$ cat src/rtl/jliq_pkg.sv
// shared constants, types and helper functions of the json large integer quoter
package jliq_pkg;

    // token buffer geometry
    localparam int TOKEN_BUFFER_DEPTH = 32;
    localparam int TOK_ADDR_W         = $clog2(TOKEN_BUFFER_DEPTH);
    localparam int TOK_CNT_W          = $clog2(TOKEN_BUFFER_DEPTH + 1);

    // datapath widths
    localparam int LIMIT_W    = 63;
    localparam int MAG_W      = 64;
    localparam int CFG_DATA_W = 64;
    localparam int CFG_ADDR_W = 4;

    // character codes
    localparam logic [7:0] CHAR_QUOTE     = 8'h22;
    localparam logic [7:0] CHAR_BACKSLASH = 8'h5C;
    localparam logic [7:0] CHAR_MINUS     = 8'h2D;
    localparam logic [7:0] CHAR_PLUS      = 8'h2B;
    localparam logic [7:0] CHAR_DOT       = 8'h2E;
    localparam logic [7:0] CHAR_LOW_E     = 8'h65;
    localparam logic [7:0] CHAR_UP_E      = 8'h45;
    localparam logic [7:0] CHAR_ZERO      = 8'h30;
    localparam logic [7:0] CHAR_NINE      = 8'h39;

    // register map: index bit of the byte address
    localparam logic REG_POS_LIMIT = 1'b0;
    localparam logic REG_NEG_LIMIT = 1'b1;

    localparam logic [LIMIT_W-1:0] POS_LIMIT_RST = 63'd2147483647;
    localparam logic [LIMIT_W-1:0] NEG_LIMIT_RST = 63'd2147483648;

    // write port of the token buffer
    typedef struct packed {
        logic                  en;
        logic [TOK_ADDR_W-1:0] addr;
        logic [7:0]            data;
    } tok_wr_t;

    // pieces of output that one input beat causes, in emission order
    typedef struct packed {
        logic flush_pre;
        logic minus;
        logic plain;
        logic flush_post;
        logic end_minus;
    } plan_t;

    // sequencer states
    typedef enum logic [8:0] {
        ST_IDLE   = 9'b000000001,
        ST_DECIDE = 9'b000000010,
        ST_QOPEN  = 9'b000000100,
        ST_NEG    = 9'b000001000,
        ST_BYTES  = 9'b000010000,
        ST_QCLOSE = 9'b000100000,
        ST_MINUS  = 9'b001000000,
        ST_PLAIN  = 9'b010000000,
        ST_EMINUS = 9'b100000000
    } state_t;

    function automatic logic is_digit(input logic [7:0] c);
        return (c >= CHAR_ZERO) && (c <= CHAR_NINE);
    endfunction

    function automatic logic is_mark(input logic [7:0] c);
        return (c == CHAR_DOT) || (c == CHAR_LOW_E) || (c == CHAR_UP_E) ||
               (c == CHAR_PLUS) || (c == CHAR_MINUS);
    endfunction

    // mag * 10 + digit, saturating at all ones
    function automatic logic [MAG_W-1:0] mag_step(input logic [MAG_W-1:0] mag,
                                                  input logic [7:0] c);
        logic [MAG_W+3:0] wide;
        logic [MAG_W-1:0] res;
        wide = {1'b0, mag, 3'b000} + {3'b000, mag, 1'b0} + {{MAG_W{1'b0}}, c[3:0]};
        if (wide[MAG_W+3:MAG_W] != 4'd0)
        begin
            res = '1;
        end
        else
        begin
            res = wide[MAG_W-1:0];
        end
        return res;
    endfunction

endpackage

$ cat src/rtl/jliq_token_ram.sv
// token byte buffer: one write port, one registered read port
module jliq_token_ram
    import jliq_pkg::*;
(
    input  logic                  clk,
    input  tok_wr_t               wr,
    input  logic [TOK_ADDR_W-1:0] rd_addr,
    output logic [7:0]            rd_data
);

    logic [7:0] token_mem [TOKEN_BUFFER_DEPTH];
    logic [7:0] rd_data_reg;

    // write and registered read
    always_ff @(posedge clk)
    begin
        if (wr.en)
        begin
            token_mem[wr.addr] <= wr.data;
        end
        rd_data_reg <= token_mem[rd_addr];
    end

    assign rd_data = rd_data_reg;

endmodule

$ cat src/rtl/json_large_integer_quoter.sv
// json large integer quoter: copies a json byte stream, quoting out-of-range integers
//
// input channel s_*: one text byte per beat, s_tlast marks the last byte of a document.
// output channel m_*: one rewritten byte per beat; m_tlast marks the last byte caused
// by an input beat, m_tuser[0] the last byte of the document, m_tuser[1] bytes of a
// released token that overflowed the token buffer.
// apb port: positive limit at byte address 0, negative limit magnitude at address 8.
// a byte that passes straight through is registered on its accept edge and shows on
// m_* the next cycle; such bytes flow at one per cycle while m_tready stays high.
// bytes of a number token are held in the token buffer ram until the token ends; the
// ending beat is accepted, then the range compare runs, then the bytes (quotes and
// sign included) are emitted one after another, read through the single read port of
// that ram. any other beat that emits several bytes is accepted and then emits them
// one after another. a beat that emits nothing leaves the sequencer idle. s_tready is
// high only while the sequencer is idle; a stalled m_tready holds the output register
// and the sequencer.
// reset clears all parse state and loads the default limits; the ram needs no clearing.
module json_large_integer_quoter
    import jliq_pkg::*;
(
    input  logic                  clk,
    input  logic                  rst_n,
    // input stream
    input  logic                  s_tvalid,
    output logic                  s_tready,
    input  logic [7:0]            s_tdata,   // [7:0] data_byte
    input  logic                  s_tlast,
    // output stream
    output logic                  m_tvalid,
    input  logic                  m_tready,
    output logic [7:0]            m_tdata,   // [7:0] out_byte
    output logic                  m_tlast,
    output logic [1:0]            m_tuser,   // [0] doc_end, [1] token_truncated
    // configuration
    input  logic                  psel,
    input  logic                  penable,
    input  logic                  pwrite,
    input  logic [CFG_ADDR_W-1:0] paddr,
    input  logic [CFG_DATA_W-1:0] pwdata,
    output logic [CFG_DATA_W-1:0] prdata,
    output logic                  pready
);

    state_t                 state_reg, state_next;
    plan_t                  plan_reg, plan_next;
    logic                   in_string_reg, in_string_next;
    logic                   escape_reg, escape_next;
    logic                   minus_pend_reg, minus_pend_next;
    logic                   in_token_reg, in_token_next;
    logic                   float_reg, float_next;
    logic                   neg_reg, neg_next;
    logic [MAG_W-1:0]       mag_reg, mag_next;
    logic [TOK_CNT_W-1:0]   count_reg, count_next;
    logic                   overrun_reg, overrun_next;
    logic                   quote_reg, quote_next;
    logic [TOK_ADDR_W-1:0]  idx_reg, idx_next;
    logic [7:0]             plain_byte_reg, plain_byte_next;
    logic                   last_reg, last_next;
    logic [LIMIT_W-1:0]     pos_limit_reg, pos_limit_next;
    logic [LIMIT_W-1:0]     neg_limit_reg, neg_limit_next;
    logic                   m_tvalid_reg, m_tvalid_next;
    logic [7:0]             m_tdata_reg, m_tdata_next;
    logic                   m_tlast_reg, m_tlast_next;
    logic [1:0]             m_tuser_reg, m_tuser_next;

    logic                   accept;
    logic                   out_free;
    logic                   cfg_write;
    logic                   c_digit;
    logic                   c_mark;
    tok_wr_t                tok_wr;
    logic [7:0]             tok_rd_data;

    // accept-time decode results
    plan_t                  plan_in;
    logic                   do_plain;
    logic                   start_tok;
    logic                   start_neg;
    logic                   store_byte;
    logic                   add_digit;
    logic                   set_float;
    logic                   in_string_acc;
    logic                   escape_acc;
    logic                   minus_acc;
    logic                   in_token_acc;

    // sequencer helpers
    logic                   emit_fire;
    logic [7:0]             emit_byte;
    logic                   emit_trunc;
    logic                   emit_run_end;
    logic                   emit_doc;
    logic                   step_done;
    plan_t                  step_clr;
    plan_t                  plan_rest;
    logic                   flush_done;
    logic                   quote_now;
    logic [LIMIT_W-1:0]     sel_limit;
    logic [TOK_CNT_W-1:0]   wr_off;
    logic [TOK_CNT_W-1:0]   nb;
    logic [TOK_CNT_W-1:0]   nb_m1;
    logic                   single_simple;

    // first piece of a plan still to be emitted
    function automatic state_t next_of(input plan_t p, input logic q, input logic n);
        state_t f;
        state_t r;
        f = q ? ST_QOPEN : (n ? ST_NEG : ST_BYTES);
        priority if (p.flush_pre)
        begin
            r = f;
        end
        else if (p.minus)
        begin
            r = ST_MINUS;
        end
        else if (p.plain)
        begin
            r = ST_PLAIN;
        end
        else if (p.flush_post)
        begin
            r = f;
        end
        else if (p.end_minus)
        begin
            r = ST_EMINUS;
        end
        else
        begin
            r = ST_IDLE;
        end
        return r;
    endfunction

    // handshakes
    assign s_tready  = (state_reg == ST_IDLE);
    assign accept    = s_tvalid && s_tready;
    assign out_free  = !m_tvalid_reg || m_tready;
    assign pready    = 1'b1;
    assign cfg_write = psel && penable && pwrite && pready;
    assign c_digit   = is_digit(s_tdata);
    assign c_mark    = is_mark(s_tdata);

    // register readback
    assign prdata = (paddr[3] == REG_NEG_LIMIT) ? {1'b0, neg_limit_reg}
                                                : {1'b0, pos_limit_reg};

    // token buffer
    jliq_token_ram u_token_ram (
        .clk     (clk),
        .wr      (tok_wr),
        .rd_addr (idx_next),
        .rd_data (tok_rd_data)
    );

    // decode of the incoming beat against the parse state
    always_comb
    begin
        plan_in       = '0;
        do_plain      = 1'b0;
        start_tok     = 1'b0;
        start_neg     = 1'b0;
        store_byte    = 1'b0;
        add_digit     = 1'b0;
        set_float     = 1'b0;
        in_string_acc = in_string_reg;
        escape_acc    = escape_reg;
        minus_acc     = minus_pend_reg;
        in_token_acc  = in_token_reg;

        priority if (in_token_reg)
        begin
            if (c_digit)
            begin
                store_byte = 1'b1;
                add_digit  = 1'b1;
            end
            else if (c_mark)
            begin
                store_byte = 1'b1;
                set_float  = 1'b1;
            end
            else
            begin
                plan_in.flush_pre = 1'b1;
                in_token_acc      = 1'b0;
                do_plain          = 1'b1;
            end
        end
        else if (minus_pend_reg)
        begin
            minus_acc = 1'b0;
            if (c_digit)
            begin
                start_tok = 1'b1;
                start_neg = 1'b1;
            end
            else
            begin
                plan_in.minus = 1'b1;
                do_plain      = 1'b1;
            end
        end
        else
        begin
            do_plain = 1'b1;
        end

        // ordinary byte handling
        if (do_plain)
        begin
            priority if (in_string_reg)
            begin
                plan_in.plain = 1'b1;
                priority if (escape_reg)
                begin
                    escape_acc = 1'b0;
                end
                else if (s_tdata == CHAR_BACKSLASH)
                begin
                    escape_acc = 1'b1;
                end
                else if (s_tdata == CHAR_QUOTE)
                begin
                    in_string_acc = 1'b0;
                end
                else
                begin
                    in_string_acc = in_string_reg;
                end
            end
            else if (s_tdata == CHAR_QUOTE)
            begin
                in_string_acc = 1'b1;
                plan_in.plain = 1'b1;
            end
            else if (c_digit)
            begin
                start_tok = 1'b1;
            end
            else if (s_tdata == CHAR_MINUS)
            begin
                minus_acc = 1'b1;
            end
            else
            begin
                plan_in.plain = 1'b1;
            end
        end

        if (start_tok)
        begin
            in_token_acc = 1'b1;
        end

        // end of document releases what is pending and clears the parse state
        if (s_tlast)
        begin
            plan_in.flush_post = in_token_acc;
            plan_in.end_minus  = minus_acc;
            in_string_acc      = 1'b0;
            escape_acc         = 1'b0;
            minus_acc          = 1'b0;
            in_token_acc       = 1'b0;
        end
    end

    // buffer indexes and range compare
    assign wr_off        = count_reg - {{(TOK_CNT_W-1){1'b0}}, neg_reg};
    assign nb            = wr_off;
    assign nb_m1         = nb - {{(TOK_CNT_W-1){1'b0}}, 1'b1};
    assign sel_limit     = neg_reg ? neg_limit_reg : pos_limit_reg;
    assign quote_now     = !float_reg && (mag_reg > {1'b0, sel_limit});
    assign single_simple = !plan_in.flush_pre && !plan_in.flush_post &&
                           ($countones({plan_in.minus, plan_in.plain, plan_in.end_minus}) == 1);

    // sequencer and state update
    always_comb
    begin
        state_next      = state_reg;
        plan_next       = plan_reg;
        in_string_next  = in_string_reg;
        escape_next     = escape_reg;
        minus_pend_next = minus_pend_reg;
        in_token_next   = in_token_reg;
        float_next      = float_reg;
        neg_next        = neg_reg;
        mag_next        = mag_reg;
        count_next      = count_reg;
        overrun_next    = overrun_reg;
        quote_next      = quote_reg;
        idx_next        = idx_reg;
        plain_byte_next = plain_byte_reg;
        last_next       = last_reg;
        tok_wr          = '0;
        emit_fire       = 1'b0;
        emit_byte       = CHAR_MINUS;
        emit_trunc      = 1'b0;
        emit_run_end    = 1'b0;
        emit_doc        = last_reg;
        step_done       = 1'b0;
        step_clr        = '0;
        plan_rest       = plan_reg;
        flush_done      = 1'b0;

        unique case (state_reg)
            ST_IDLE:
            begin
                if (accept)
                begin
                    in_string_next  = in_string_acc;
                    escape_next     = escape_acc;
                    minus_pend_next = minus_acc;
                    in_token_next   = in_token_acc;
                    plain_byte_next = s_tdata;
                    last_next       = s_tlast;

                    // token buffer and magnitude
                    if (start_tok)
                    begin
                        float_next   = 1'b0;
                        neg_next     = start_neg;
                        mag_next     = {{(MAG_W-4){1'b0}}, s_tdata[3:0]};
                        count_next   = start_neg ? TOK_CNT_W'(2) : TOK_CNT_W'(1);
                        overrun_next = 1'b0;
                        tok_wr.en    = 1'b1;
                        tok_wr.addr  = '0;
                        tok_wr.data  = s_tdata;
                    end
                    else if (store_byte)
                    begin
                        if (set_float)
                        begin
                            float_next = 1'b1;
                        end
                        if (add_digit)
                        begin
                            mag_next = mag_step(mag_reg, s_tdata);
                        end
                        if (count_reg < TOK_CNT_W'(TOKEN_BUFFER_DEPTH))
                        begin
                            tok_wr.en   = 1'b1;
                            tok_wr.addr = wr_off[TOK_ADDR_W-1:0];
                            tok_wr.data = s_tdata;
                            count_next  = count_reg + {{(TOK_CNT_W-1){1'b0}}, 1'b1};
                        end
                        else
                        begin
                            overrun_next = 1'b1;
                        end
                    end

                    // schedule the output of this beat
                    if (plan_in.flush_pre || plan_in.flush_post)
                    begin
                        plan_next  = plan_in;
                        state_next = ST_DECIDE;
                    end
                    else if (single_simple && out_free)
                    begin
                        emit_fire    = 1'b1;
                        emit_byte    = plan_in.plain ? s_tdata : CHAR_MINUS;
                        emit_run_end = 1'b1;
                        emit_doc     = s_tlast;
                        plan_next    = '0;
                    end
                    else
                    begin
                        plan_next  = plan_in;
                        state_next = next_of(plan_in, quote_reg, neg_reg);
                    end
                end
            end

            ST_DECIDE:
            begin
                quote_next = quote_now;
                idx_next   = '0;
                state_next = next_of(plan_reg, quote_now, neg_reg);
            end

            ST_QOPEN:
            begin
                if (out_free)
                begin
                    emit_fire  = 1'b1;
                    emit_byte  = CHAR_QUOTE;
                    emit_trunc = overrun_reg;
                    state_next = neg_reg ? ST_NEG : ST_BYTES;
                end
            end

            ST_NEG:
            begin
                if (out_free)
                begin
                    emit_fire  = 1'b1;
                    emit_byte  = CHAR_MINUS;
                    emit_trunc = overrun_reg;
                    state_next = ST_BYTES;
                end
            end

            ST_BYTES:
            begin
                if (out_free)
                begin
                    emit_fire  = 1'b1;
                    emit_byte  = tok_rd_data;
                    emit_trunc = overrun_reg;
                    if (idx_reg == nb_m1[TOK_ADDR_W-1:0])
                    begin
                        if (quote_reg)
                        begin
                            state_next = ST_QCLOSE;
                        end
                        else
                        begin
                            flush_done = 1'b1;
                        end
                    end
                    else
                    begin
                        idx_next = idx_reg + {{(TOK_ADDR_W-1){1'b0}}, 1'b1};
                    end
                end
            end

            ST_QCLOSE:
            begin
                if (out_free)
                begin
                    emit_fire  = 1'b1;
                    emit_byte  = CHAR_QUOTE;
                    emit_trunc = overrun_reg;
                    flush_done = 1'b1;
                end
            end

            ST_MINUS:
            begin
                if (out_free)
                begin
                    emit_fire      = 1'b1;
                    emit_byte      = CHAR_MINUS;
                    step_done      = 1'b1;
                    step_clr.minus = 1'b1;
                end
            end

            ST_PLAIN:
            begin
                if (out_free)
                begin
                    emit_fire      = 1'b1;
                    emit_byte      = plain_byte_reg;
                    step_done      = 1'b1;
                    step_clr.plain = 1'b1;
                end
            end

            ST_EMINUS:
            begin
                if (out_free)
                begin
                    emit_fire          = 1'b1;
                    emit_byte          = CHAR_MINUS;
                    step_done          = 1'b1;
                    step_clr.end_minus = 1'b1;
                end
            end

            default:
            begin
                state_next = ST_IDLE;
            end
        endcase

        // a released token leaves the buffer empty
        if (flush_done)
        begin
            step_done           = 1'b1;
            step_clr.flush_pre  = 1'b1;
            step_clr.flush_post = 1'b1;
            float_next          = 1'b0;
            neg_next            = 1'b0;
            mag_next            = '0;
            count_next          = '0;
            overrun_next        = 1'b0;
            idx_next            = '0;
        end

        // move on to the next piece of the plan
        if (step_done)
        begin
            plan_rest    = plan_reg & ~step_clr;
            plan_next    = plan_rest;
            state_next   = next_of(plan_rest, quote_reg, neg_reg);
            emit_run_end = (plan_rest == '0);
        end
    end

    // output register
    always_comb
    begin
        m_tvalid_next = m_tvalid_reg;
        m_tdata_next  = m_tdata_reg;
        m_tlast_next  = m_tlast_reg;
        m_tuser_next  = m_tuser_reg;
        if (emit_fire)
        begin
            m_tvalid_next = 1'b1;
            m_tdata_next  = emit_byte;
            m_tlast_next  = emit_run_end;
            m_tuser_next  = {emit_trunc, emit_run_end && emit_doc};
        end
        else if (m_tready)
        begin
            m_tvalid_next = 1'b0;
        end
    end

    // limit registers
    always_comb
    begin
        pos_limit_next = pos_limit_reg;
        neg_limit_next = neg_limit_reg;
        if (cfg_write)
        begin
            if (paddr[3] == REG_NEG_LIMIT)
            begin
                neg_limit_next = pwdata[LIMIT_W-1:0];
            end
            else
            begin
                pos_limit_next = pwdata[LIMIT_W-1:0];
            end
        end
    end

    // control and token state
    always_ff @(posedge clk or negedge rst_n)
    begin
        if (!rst_n)
        begin
            state_reg      <= ST_IDLE;
            plan_reg       <= '0;
            in_string_reg  <= 1'b0;
            escape_reg     <= 1'b0;
            minus_pend_reg <= 1'b0;
            in_token_reg   <= 1'b0;
            float_reg      <= 1'b0;
            neg_reg        <= 1'b0;
            mag_reg        <= '0;
            count_reg      <= '0;
            overrun_reg    <= 1'b0;
            quote_reg      <= 1'b0;
            idx_reg        <= '0;
            last_reg       <= 1'b0;
            pos_limit_reg  <= POS_LIMIT_RST;
            neg_limit_reg  <= NEG_LIMIT_RST;
            m_tvalid_reg   <= 1'b0;
        end
        else
        begin
            state_reg      <= state_next;
            plan_reg       <= plan_next;
            in_string_reg  <= in_string_next;
            escape_reg     <= escape_next;
            minus_pend_reg <= minus_pend_next;
            in_token_reg   <= in_token_next;
            float_reg      <= float_next;
            neg_reg        <= neg_next;
            mag_reg        <= mag_next;
            count_reg      <= count_next;
            overrun_reg    <= overrun_next;
            quote_reg      <= quote_next;
            idx_reg        <= idx_next;
            last_reg       <= last_next;
            pos_limit_reg  <= pos_limit_next;
            neg_limit_reg  <= neg_limit_next;
            m_tvalid_reg   <= m_tvalid_next;
        end
    end

    // payload registers
    always_ff @(posedge clk)
    begin
        plain_byte_reg <= plain_byte_next;
        m_tdata_reg    <= m_tdata_next;
        m_tlast_reg    <= m_tlast_next;
        m_tuser_reg    <= m_tuser_next;
    end

    assign m_tvalid = m_tvalid_reg;
    assign m_tdata  = m_tdata_reg;
    assign m_tlast  = m_tlast_reg;
    assign m_tuser  = m_tuser_reg;

endmodule
$ cat config.mk
export PLATFORM = sky130hd
export DESIGN_NAME = json_large_integer_quoter
export DESIGN_NICKNAME = d
export VERILOG_FILES = /design/src/rtl/jliq_pkg.sv /design/src/rtl/jliq_token_ram.sv /design/src/rtl/json_large_integer_quoter.sv
export SDC_FILE = /design/constraint.sdc
export NUM_CORES = 1
export LEC_CHECK = 0
export BUFFER_PORTS_ARGS = -buffer_cell sky130_fd_sc_hd__buf_2
export CORE_MARGIN = 5
export CORE_UTILIZATION = 35
export CTS_CLUSTER_DIAMETER = 30
export DETAILED_ROUTE_END_ITERATION = 10
export PLACE_DENSITY = 0.55
export SLEW_MARGIN = 10
export SYNTH_ARGS = -nofsm -noshare
export SYNTH_HDL_FRONTEND = slang
export SYNTH_SLANG_ARGS = --single-unit
$ cat constraint.sdc
create_clock -name clk -period 9.2 [get_ports clk]
set_clock_uncertainty 0.15 [all_clocks]
set_input_delay 0.46 -clock clk [delete_from_list [all_inputs] [get_ports clk]]
set_output_delay 0.46 -clock clk [all_outputs]
set_load 0.01 [all_outputs]
Word level (Yosys, flattened, before mapping)
Memories as Yosys holds them, arrays and structs flattened. A register that Yosys moved wholly into a read port is not among the register bits. Index checks and enable logic that the tools add are counted.

Bits of input ports: 84. RAM bits: 256. Memories: 1. Flip-flop bits (word level): 244.

Eq/ne operators: 27. Add/sub/neg operators: 8. Magnitude comparators: 4. Reduce and logical (&&, ||, !) cells: 51. Bitwise operators: 3. Muxes and demuxes: 155.

Memories: u_token_ram.token_mem (depth 32, bits a word 8, rd ports 1, clocked after Yosys merged registers in 1, wr ports 1, line jliq_token_ram.sv:11) `logic [7:0] token_mem [TOKEN_BUFFER_DEPTH];`.

Operators by type and width (number): $mux W64 (7); $mux W9 (25); $mux W63 (2); $mux W1 (86); $mux W14 (5); $add A67 B65 Y68 (1); $add A68 B4 Y68 (1); $gt A64 B63 Y1 (1); $pmux W9 S6 (1); $mux W5 (10); $mux W8 (6); $mux W6 (6); $eq A8 B6 Y1 const B (4); $pmux W8 S4 (1); $eq A8 B7 Y1 const B (3); $reduce_and A4 Y1 (5); $ne A3 B3 Y1 const B (6); $reduce_bool A2 Y1 (8); $reduce_bool A3 Y1 (4); $pmux W5 S2 (1); $reduce_and A2 Y1 (5); $eq A9 B1 Y1 const B (1); $eq A9 B2 Y1 const B (1); $eq A9 B3 Y1 const B (1); 37 further kinds (57).

Depth between registers and ports, before layout
Gate-level depths: netlist of run 1.

Depth after elaboration: 22. Gate-level depth with buffers: 20. Depth with buffers taken out: 16.

Hierarchy
A second synthesis of run 1 with hierarchy kept.

Cells, all modules: 2260. Area, all modules: 28187.0 um2.

Modules (own cells, without submodules): json_large_integer_quoter (cells each 1843, instances 1, area each 18133.6 um2); jliq_token_ram (cells each 417, instances 1, area each 10053.4 um2).

Least setup slack after synthesis of run 1
No wires, ideal clock.

Path type: input to register. From: input port s_tdata[1]. To: register state_reg[4]. Stages on the path: 16. Setup time: 155 ps. Data required time: 8895 ps. Path slack: 4930 ps. Data arrival time: 3965 ps. Path through: buf_2 > xnor2_1 > a2111oi_0 > o311ai_0 > nor2_1 > o41ai_1 > nand2_1 > fa_1 > nor3b_1 > nand3_1 > a21oi_1 > nor2_1 > nand2_1 > nand2_1 > o31ai_1 > o221ai_1.

Cells in the longest elaborated chain, start to end: 20. Elaborated cells on any way between the ends: 63. Those cells by class: add/sub (2); order compare (2); eq/ne (8); mux (39); reduce/logical (12).

RTL lines: start, declared (line json_large_integer_quoter.sv:26) `input logic [7:0] s_tdata,`; $ge A8 B6 Y1 (tied with other cells) (line jliq_pkg.sv:63) `return (c >= CHAR_ZERO) && (c <= CHAR_NINE);`; $logic_and A1 B1 Y1 / $logic_or A1 B1 Y1 (equally long branches) (line jliq_pkg.sv:63, jliq_pkg.sv:67); $mux W1 / $logic_or A1 B1 Y1 (equally long branches) (line json_large_integer_quoter.sv:194, jliq_pkg.sv:67); $mux W1 / $logic_or A1 B1 Y1 (equally long branches) (line json_large_integer_quoter.sv:191, jliq_pkg.sv:67); $mux W1 / $logic_or A1 B1 Y1 (equally long branches) (line json_large_integer_quoter.sv:172, jliq_pkg.sv:68); $mux W1 (on tied branches) (line json_large_integer_quoter.sv:238, json_large_integer_quoter.sv:179); $mux W1 (on tied branches) (line json_large_integer_quoter.sv:233, json_large_integer_quoter.sv:174); $mux W1 (on tied branches) (line json_large_integer_quoter.sv:213, json_large_integer_quoter.sv:172); (+4 left out); $mux W9 (line json_large_integer_quoter.sv:117) `else if (p.plain)`; $mux W9 (line json_large_integer_quoter.sv:113) `else if (p.minus)`; $mux W9 (line json_large_integer_quoter.sv:109) `priority if (p.flush_pre)`; $mux W9 (line json_large_integer_quoter.sv:360) `else if (single_simple && out_free)`; $mux W9 (line json_large_integer_quoter.sv:355) `if (plan_in.flush_pre || plan_in.flush_post)`; $mux W9 (line json_large_integer_quoter.sv:310) `if (accept)`; $pmux W9 S6 (line json_large_integer_quoter.sv:307) `unique case (state_reg)`; $mux W9 (line json_large_integer_quoter.sv:495) `if (step_done)`; end signal, assigned (line json_large_integer_quoter.sv:567) `state_reg <= state_next;`; end, declared (line json_large_integer_quoter.sv:44) `state_t state_reg, state_next;`.

Parallel ways exist; a longest one is shown, timed or not. The select of a mux whose other input is x is not followed. A chain may end at the register's enable or synchronous reset.

Final worst setup path of run 1
From: register neg_reg. To: register u_token_ram.rd_data_reg[6] (netlist: u_token_ram.rd_data[6]) (read register of u_token_ram.token_mem).

Cells in the longest elaborated chain, start to end: 7. Elaborated cells on any way between the ends: 10. Those cells by class: add/sub (2); eq/ne (1); mux (7).

RTL lines: start, declared (line json_large_integer_quoter.sv:51) `logic neg_reg, neg_next;`; start signal, assigned (line json_large_integer_quoter.sv:574) `neg_reg <= neg_next;`; $sub A5 B1 Y5 * (line json_large_integer_quoter.sv:270) `assign wr_off = count_reg - {{(TOK_CNT_W-1){1'b0}}, neg_reg};`; $sub A5 B1 Y5 * (line json_large_integer_quoter.sv:272) `assign nb_m1 = nb - {{(TOK_CNT_W-1){1'b0}}, 1'b1};`; $eq A5 B5 Y1 * (line json_large_integer_quoter.sv:412) `if (idx_reg == nb_m1[TOK_ADDR_W-1:0])`; $mux W5 / $mux W1 (equally long branches) (line json_large_integer_quoter.sv:412); $mux W5 / $mux W1 (equally long branches) (line json_large_integer_quoter.sv:407) `if (out_free)`; $pmux W5 S2 / $pmux W1 S2 (equally long branches) (line json_large_integer_quoter.sv:307); $mux W5 * (line json_large_integer_quoter.sv:481) `if (flush_done)`; end, declared (line jliq_token_ram.sv:12) `logic [7:0] rd_data_reg;`.

Mark *: on every way between the ends. The rest lies on a longest branch, timed or not.

==> flow_metrics.py, run 1 <==
metrics = {
    "worst_setup_path": {
        "rrSetupSlack_ps": 2630,
        "crit_fanout": 53,
        "cp.arrival_ps": 6990,
        "start_kind": "flop",
        "reg2reg_from": "neg_reg",
        "criticalPathCategory": "flop to flop",
        "cp.required_ps": 9620,
        "r2r_cells": 18,
        "r2r-end": "u_token_ram.rd_data[6]",
        "endpoint_kind": "flop",
    },
    "detailed_routing": {
        "drt-total-wl_mm": 80.7,
        "vias": 21900,
        "vias_per_cell": 5.43,
        "ant_nets": 0,
        "dr.pass1.iters": 7,
        "drtIter0Drc": 1347,
        "drc_errors": 0,
        "wl_per_cell_um": 20.0,
    },
    "logic_synthesis": {
        "ys.flop_type": "edfxtp_1",
        "synth_top_area_share_pct": 29.1,
        "yosysWarnings": 0,
        "async_reset_ff_share_pct": 44.3,
        "ys_seq_area_share_pct": 49.6,
        "synthTopCellsByArea": "edfxtp_1 29%, dfrtp_1 17%, ha_1 8.6%",
        "syn_area_sq_um": 28400,
        "synth_edf_count": 275,
        "synth.distinct_cells": 87,
        "synthCells": 2587,
        "yosysTopAreaCell": "edfxtp_1",
        "syn_avg_cell_area_sq_um": 11.0,
        "ys_seq_elements": 508,
    },
    "grt": {
        "grt_pass1_vias": 22500,
        "grt-ovfl-total": 0,
        "grt_max_degree": 141,
        "grt.total_usage_pct": 18.2,
        "grt_pass1_wl_mm": 126,
        "antenna_found_initial": 1,
    },
    "timing": {
        "rsz0062_at_grt": "no",
        "setup_viol": 0,
        "hold_violations": 0,
        "slew_violations": 0,
        "fmax_mhz": 152,
        "tightest_slew_ps": 1200,
        "slew_headroom_pct": 19.9,
        "fin_crit_ps": 6570,
        "finalSetupTns_ps": 0,
        "period_share_pct": 71.4,
    },
    "job": {
        "cap_violations": 0,
    },
    "layout": {
        "num_antenna_cells": 0,
        "largest_reg_flops": 256,
        "fillers": 7379,
        "synthToLayoutAreaGrowth_pct": 25.3,
        "final_cell_count_no_fill": 4028,
        "drive_above_1_share_pct": 21.7,
        "final_net_count": 3143,
    },
    "power": {
        "clock_power_share_pct": 52.3,
        "power_mw": 8.89,
        "p_per_area_nw_per_um2": 249,
        "p_comb_share_pct": 15.9,
        "power.share.sequential_pct": 31.8,
        "p_sw_share_pct": 27.6,
        "switching_power_mw": 2.45,
        "ir_worst_vdd_uv": 178,
        "internal_power_mw": 6.43,
        "leakage_nw": 15.2,
    },
    "floorplanning": {
        "die_y_um": 295,
        "dieArea_sq_um": 87000,
        "core_area_sq_um": 80500,
        "pin_count": 162,
        "rows": 104,
        "die_w_um": 295,
        "initial_core_util_pct": 35.3,
    },
    "cts": {
        "cts_root_buffer": "clkbuf_16",
        "cts_sinks": 508,
        "cts_buffers": 131,
        "cts_tree": "yes",
        "worstSkewPairLatency_ps": 710,
        "cts_max_path_buffers": 3,
        "post_cts_buffers": 0,
        "cts_resized": 0,
        "cts.htree.levels": 4,
        "clk_pin_slew_ps": 50,
        "hold_buffers": 71,
    },
    "placement": {
        "portBuffers": 155,
        "dp_hpwl_mm": 54.2,
        "dpl.cell_count": 3717,
        "globalplace.congestion": 0.871,
    },
    "status": {
        "outcome": "finished, final reports clean",
    },
    "min_path": {
        "hp-class": "primary input to flop",
        "min_to": "plain_byte_reg[1]",
        "min_path_cells": 1,
        "min_from": "s_tdata[1]",
    },
}
==> layer usage <==
layer / share of wire [%] / up-vias / global-route usage [%]
met4: 2.7 / 2 / 6.47
met2: 46 / 715 / 28.8
li1: - / 10300 / -
met3: 7.0 / 148 / 4.70
met5: 0.016 / - / 0
met1: 45 / 10700 / 24.5
==> final cells by class <==
cell class | instances | area (sq um) | share of cell area (%)
sequential | 508 | 14100 | 39.6
tap | 1060 | 1330 | 3.72
clock buffer | 171 | 3640 | 10.2
timing repair buffer | 251 | 1700 | 4.76
multi-input combinational | 1923 | 13800 | 38.6
inverter | 46 | 174 | 0.488
clock inverter | 69 | 930 | 2.61
==> through the flow <==
| stage | util [%] | area [sq um] | hold WS (ps) | worst slack, ps |
|---|---|---|---|---|
| final | 44.2 | 35600 | 47.9 | 2630 |
| after global routing | 44.2 | 35600 | 10.1 | 2180 |
| after CTS | 44.2 | 35600 | 3.84 | 2660 |
| after detailed placement | 37.7 | 30300 | 324 | 2660 |
| after global placement | 37.7 | 30300 | 313 | 2770 |
| after floorplan | - | 28500 | 14.4 | 4930 |
==> worst max path at each step <==
stage,startpoint,to,slack (ps)
6_report,neg_reg,u_token_ram.rd_data[6],2630
4_1_cts,neg_reg,u_token_ram.rd_data[7],2660
2_1_floorplan,s_tdata[1],state_reg[4],4930
3_5_place_dp,neg_reg,u_token_ram.rd_data[7],2660
5_1_grt,neg_reg,u_token_ram.rd_data[6],2180
3_3_place_gp,neg_reg,u_token_ram.rd_data[6],2770
==> cell families after synthesis <==
logic type	after synthesis	share of synthesized area, %
compound gates	500	11.8
buf+inv	188	2.72
flops	508	49.6
fa+ha+maj	198	8.80
xor+xnor	70	2.18
other cells	2	0.0264
simple gates	833	13.9
mux	288	11.0
==> synthesized netlist by cell type (5+ instances only) <==
| master | number |
|---|---|
| a41oi_1 | 5 |
| edfxtp_1 | 275 |
| ha_1 | 195 |
| a211oi_1 | 19 |
| nor3_1 | 34 |
| xnor2_1 | 43 |
| dfrtp_1 | 192 |
| dfxtp_1 | 8 |
| a221o_1 | 57 |
| inv_1 | 45 |
| or3_1 | 11 |
| nand3b_1 | 6 |
| and2_1 | 13 |
| nor2_1 | 122 |
| o211ai_1 | 10 |
| o21ai_0 | 87 |
| mux2_2 | 191 |
| nand2b_1 | 18 |
| buf_2 | 27 |
| o21bai_1 | 14 |
| a31oi_1 | 19 |
| clkbuf_1 | 107 |
| mux2i_1 | 97 |
| nand2_1 | 321 |
| o21a_1 | 9 |
| nor2b_1 | 14 |
| a22oi_1 | 8 |
| and3_1 | 11 |
| a21o_1 | 49 |
| nand3_1 | 143 |
| nor4_1 | 13 |
| a21oi_1 | 153 |
| dfstp_2 | 33 |
| a211o_1 | 6 |
| xor2_1 | 26 |
| or4_1 | 6 |
| o31ai_1 | 9 |
| nor3b_1 | 9 |
| nand4_1 | 88 |
==> worst max-delay path, cell delays in order, from the launching register on <==
cell,delay [ps]
dfrtp_4,810
ha_1,310
ha_1,300
ha_1,260
xor2_1,190
xnor2_1,160
nor3b_1,200
mux2i_1,170
or2_1,370
a32oi_4,210
buf_4,570
or2_2,230
buf_4,480
clkinv_2,730
buf_4,560
nand2_1,130
nand3_1,120
nand4_1,280
nand4_1,130
==> power groups by stage <==
stage | Combinational [mW] | Sequential, mW | Clock (mW)
global route | 1.58 | 2.85 | 4.86
detailed placement | 1.40 | 2.85 | 0
global placement | 1.37 | 2.84 | 0
floorplan | 0.947 | 2.80 | 0
finish | 1.42 | 2.82 | 4.65
CTS | 1.43 | 2.82 | 4.73
==> layout by cell type (no fill, tap or decap), types with 13 or more instances in the layout <==
master and n:
inv_1 45, a211oi_1 19, nor2_1 119, mux2i_1 97, nor3_1 33, conb_1 34
and2_1 13, buf_2 154, ha_1 195, nand4_1 88, dlygate4sd3_1 71, a21o_1 49
clkbuf_8 17, a221o_1 57, nor4_1 13, clkbuf_1 21, o21bai_1 14, dfrtp_1 191
dfstp_2 33, clkinv_2 18, a21oi_1 152, xor2_1 26, a31oi_1 18, nor2b_1 14
nand3_1 143, o21ai_0 87, nand2b_1 18, nand2_1 321, edfxtp_1 275, bufinv_16 15
xnor2_1 43, mux2_2 191, clkbuf_16 133, buf_4 24
Power figures use the tool's default switching activity.
==> run 2, diff against run 1 <==
==> constraint.sdc (replaced) <==
create_clock -name clk -period 6.6 [get_ports clk]
set_clock_uncertainty 0.15 [all_clocks]
set_input_delay 0.33 -clock clk [delete_from_list [all_inputs] [get_ports clk]]
set_output_delay 0.33 -clock clk [all_outputs]
set_load 0.01 [all_outputs]
==> run 2 against run 1 <==
  * Flip-flop and latch count did not move
  * Worst setup slack got worse by 1300 ps
  * Count of clock-buffer cells in the layout fell by 28
  * Global-route usage fell by 0.49 points
  * Sequential share of layout area barely moved
  * Via count fell by 0.74%
  * Largest power group unchanged
  * Clock power rose by 40%
  * Fmax rose by 24%
==> flow_metrics.py, run 2 (synthesis results as in run 1) <==
metrics = {
    "worst_setup_path": {
        "rrSetupSlack_ps": 1290,
        "critPathCapture": "u_token_ram.rd_data[5]",
        "cpMostUsedCell": "ha_1",
        "critPathMaxStageDelay_ps": 860,
        "endpoint_kind": "flop",
        "cp.required_ps": 7030,
        "cp_slowest_cell": "dfrtp_4",
        "r2r_cells": 16,
        "crit_path_start": "neg_reg",
        "criticalPathCategory": "flop to flop",
        "cp.arrival_ps": 5740,
        "reg2reg_from": "neg_reg",
        "r2r-end": "u_token_ram.rd_data[5]",
        "crit_chain": "ha_1 > ha_1 > ha_1 > xor2_1 > xnor2_1 > nor3b_1 > mux2i_1 > o21ai_2 > a32oi_4 > or2_2 > clkinv_2 > buf_4 > nand2_1 > nand3_1 > nand4_1 > nand4_1",
        "crit_fanout": 97,
        "start_kind": "flop",
    },
    "layout": {
        "layout_commonest_cell": "nand2_1",
        "num_antenna_cells": 0,
        "stdcell_area_sq_um": 35600,
        "final_net_count": 3136,
        "synthToLayoutAreaGrowth_pct": 25.3,
        "final_cell_mix": "321 x nand2_1, 275 x edfxtp_1, 195 x ha_1",
        "drive_above_1_share_pct": 21.8,
        "largest_reg_flops": 256,
        "post-route-util_pct": 44.2,
    },
    "power": {
        "power_mw": 12.4,
        "p_per_area_nw_per_um2": 348,
        "p_sw_share_pct": 26.9,
        "p_comb_share_pct": 16.0,
        "leakage_nw": 15.2,
        "ir_worst_vdd_uv": 221,
        "internal_power_mw": 9.07,
        "switching_power_mw": 3.33,
        "power.share.sequential_pct": 31.6,
        "clock_power_share_pct": 52.4,
    },
    "floorplanning": {
        "dieArea_sq_um": 87000,
        "pin_count": 162,
        "die_y_um": 295,
        "rows": 104,
        "core_area_sq_um": 80500,
        "die_w_um": 295,
        "initial_core_util_pct": 35.3,
    },
    "timing": {
        "setup_viol": 0,
        "fmax_mhz": 188,
        "slew_headroom_pct": 27.0,
        "hold_violations": 0,
        "slew_violations": 0,
        "tightest_slew_ps": 1090,
        "period_share_pct": 80.4,
        "fin_crit_ps": 5310,
        "rsz0062_at_grt": "no",
        "finalSetupTns_ps": 0,
    },
    "detailed_routing": {
        "vias": 21700,
        "drtIter0Drc": 1362,
        "dr.pass1.iters": 5,
        "ant_nets": 0,
        "drt-total-wl_mm": 79.1,
        "wl_per_cell_um": 19.7,
        "drc_errors": 0,
        "vias_per_cell": 5.40,
    },
    "cts": {
        "cts_max_path_buffers": 3,
        "cts.htree.levels": 3,
        "cts_root_buffer": "clkbuf_16",
        "cts_resized": 0,
        "cts_buffers": 121,
        "worstSkewPairLatency_ps": 680,
        "clk_pin_slew_ps": 50,
        "cts_sinks": 508,
        "cts_tree": "yes",
    },
    "grt": {
        "antenna_found_initial": 0,
        "grt_max_degree": 118,
        "grt.total_usage_pct": 17.8,
        "grt_pass1_vias": 22300,
        "grt-ovfl-total": 0,
        "grt_pass1_wl_mm": 124,
    },
    "min_path": {
        "hp-class": "primary input to flop",
    },
    "placement": {
        "postPlaceCellArea_sq_um": 30400,
        "globalplace.congestion": 0.878,
        "portBuffers": 155,
        "dp_hpwl_mm": 53.8,
    },
    "job": {
        "cap_violations": 0,
    },
    "status": {
        "outcome": "finished, final reports clean",
    },
}
## run 2: how the worst min path moves through the flow
stage                  start           endpoint  slack [ps]  cells after the start
floorplan              rst_n       count_reg[0]        -120                      0
global placement       rst_n  neg_limit_reg[61]         300                      1
detailed placement     rst_n        plan_reg[3]         320                      1
CTS                 m_tready           m_tvalid          80                      3
global route        m_tready           m_tvalid         140                      3
finish              m_tready           m_tvalid         110                      3
## run 2: worst max-delay path, delay by kind of cell (launching register included)
family / cells / cell delay (ps)
simple gates: 6 / 1270
fa+ha+maj: 3 / 880
flops: 1 / 860
buf+inv: 2 / 850
compound gates: 2 / 640
xor+xnor: 2 / 340
mux: 1 / 170
## run 2: cell type report
| type | instances | area (sq um) |
|---|---|---|
| fill | 7438 | 44900 |
| inverter | 46 | 174 |
| multi-input combinational | 1923 | 13800 |
| timing repair buffer | 254 | 1740 |
| sequential | 508 | 14100 |
| tap | 1060 | 1330 |
| clock buffer | 143 | 3220 |
| clock inverter | 88 | 1310 |
## run 2: per-layer routing
metal,routed length [um],global-route usage [%],vias to the layer above
met4,1820,5.49,0
met3,4580,3.41,124
met2,36400,28.4,607
met1,36300,24.6,10700
li1,-,-,10300
met5,0,0,-
## run 2: power by group through the flow
stage          Clock (mW)  Sequential [mW]  Combinational (mW)
6_report             6.50             3.92                1.98
5_1_grt              6.79             3.96                2.21
4_1_cts              6.61             3.92                2.01
3_5_place_dp            0             3.97                1.96
3_3_place_gp            0             3.95                1.91
2_1_floorplan           0             3.90                1.32
## run 2: metrics by stage
stage	std cells	worst slack [ps]	hold slack, ps
after global routing	4022	841	137
after CTS	4022	1130	78.6
after global placement	3717	1230	299
after floorplan	2619	2460	-116
after detailed placement	3717	1200	321
final	4022	1290	114
## run 2: repair_timing
| action | in CTS | in global routing |
|---|---|---|
| hold buffers | 74 | 0 |
| endpoints found under the hold margin | 233 | 0 |
| setup buffers | 0 | 0 |
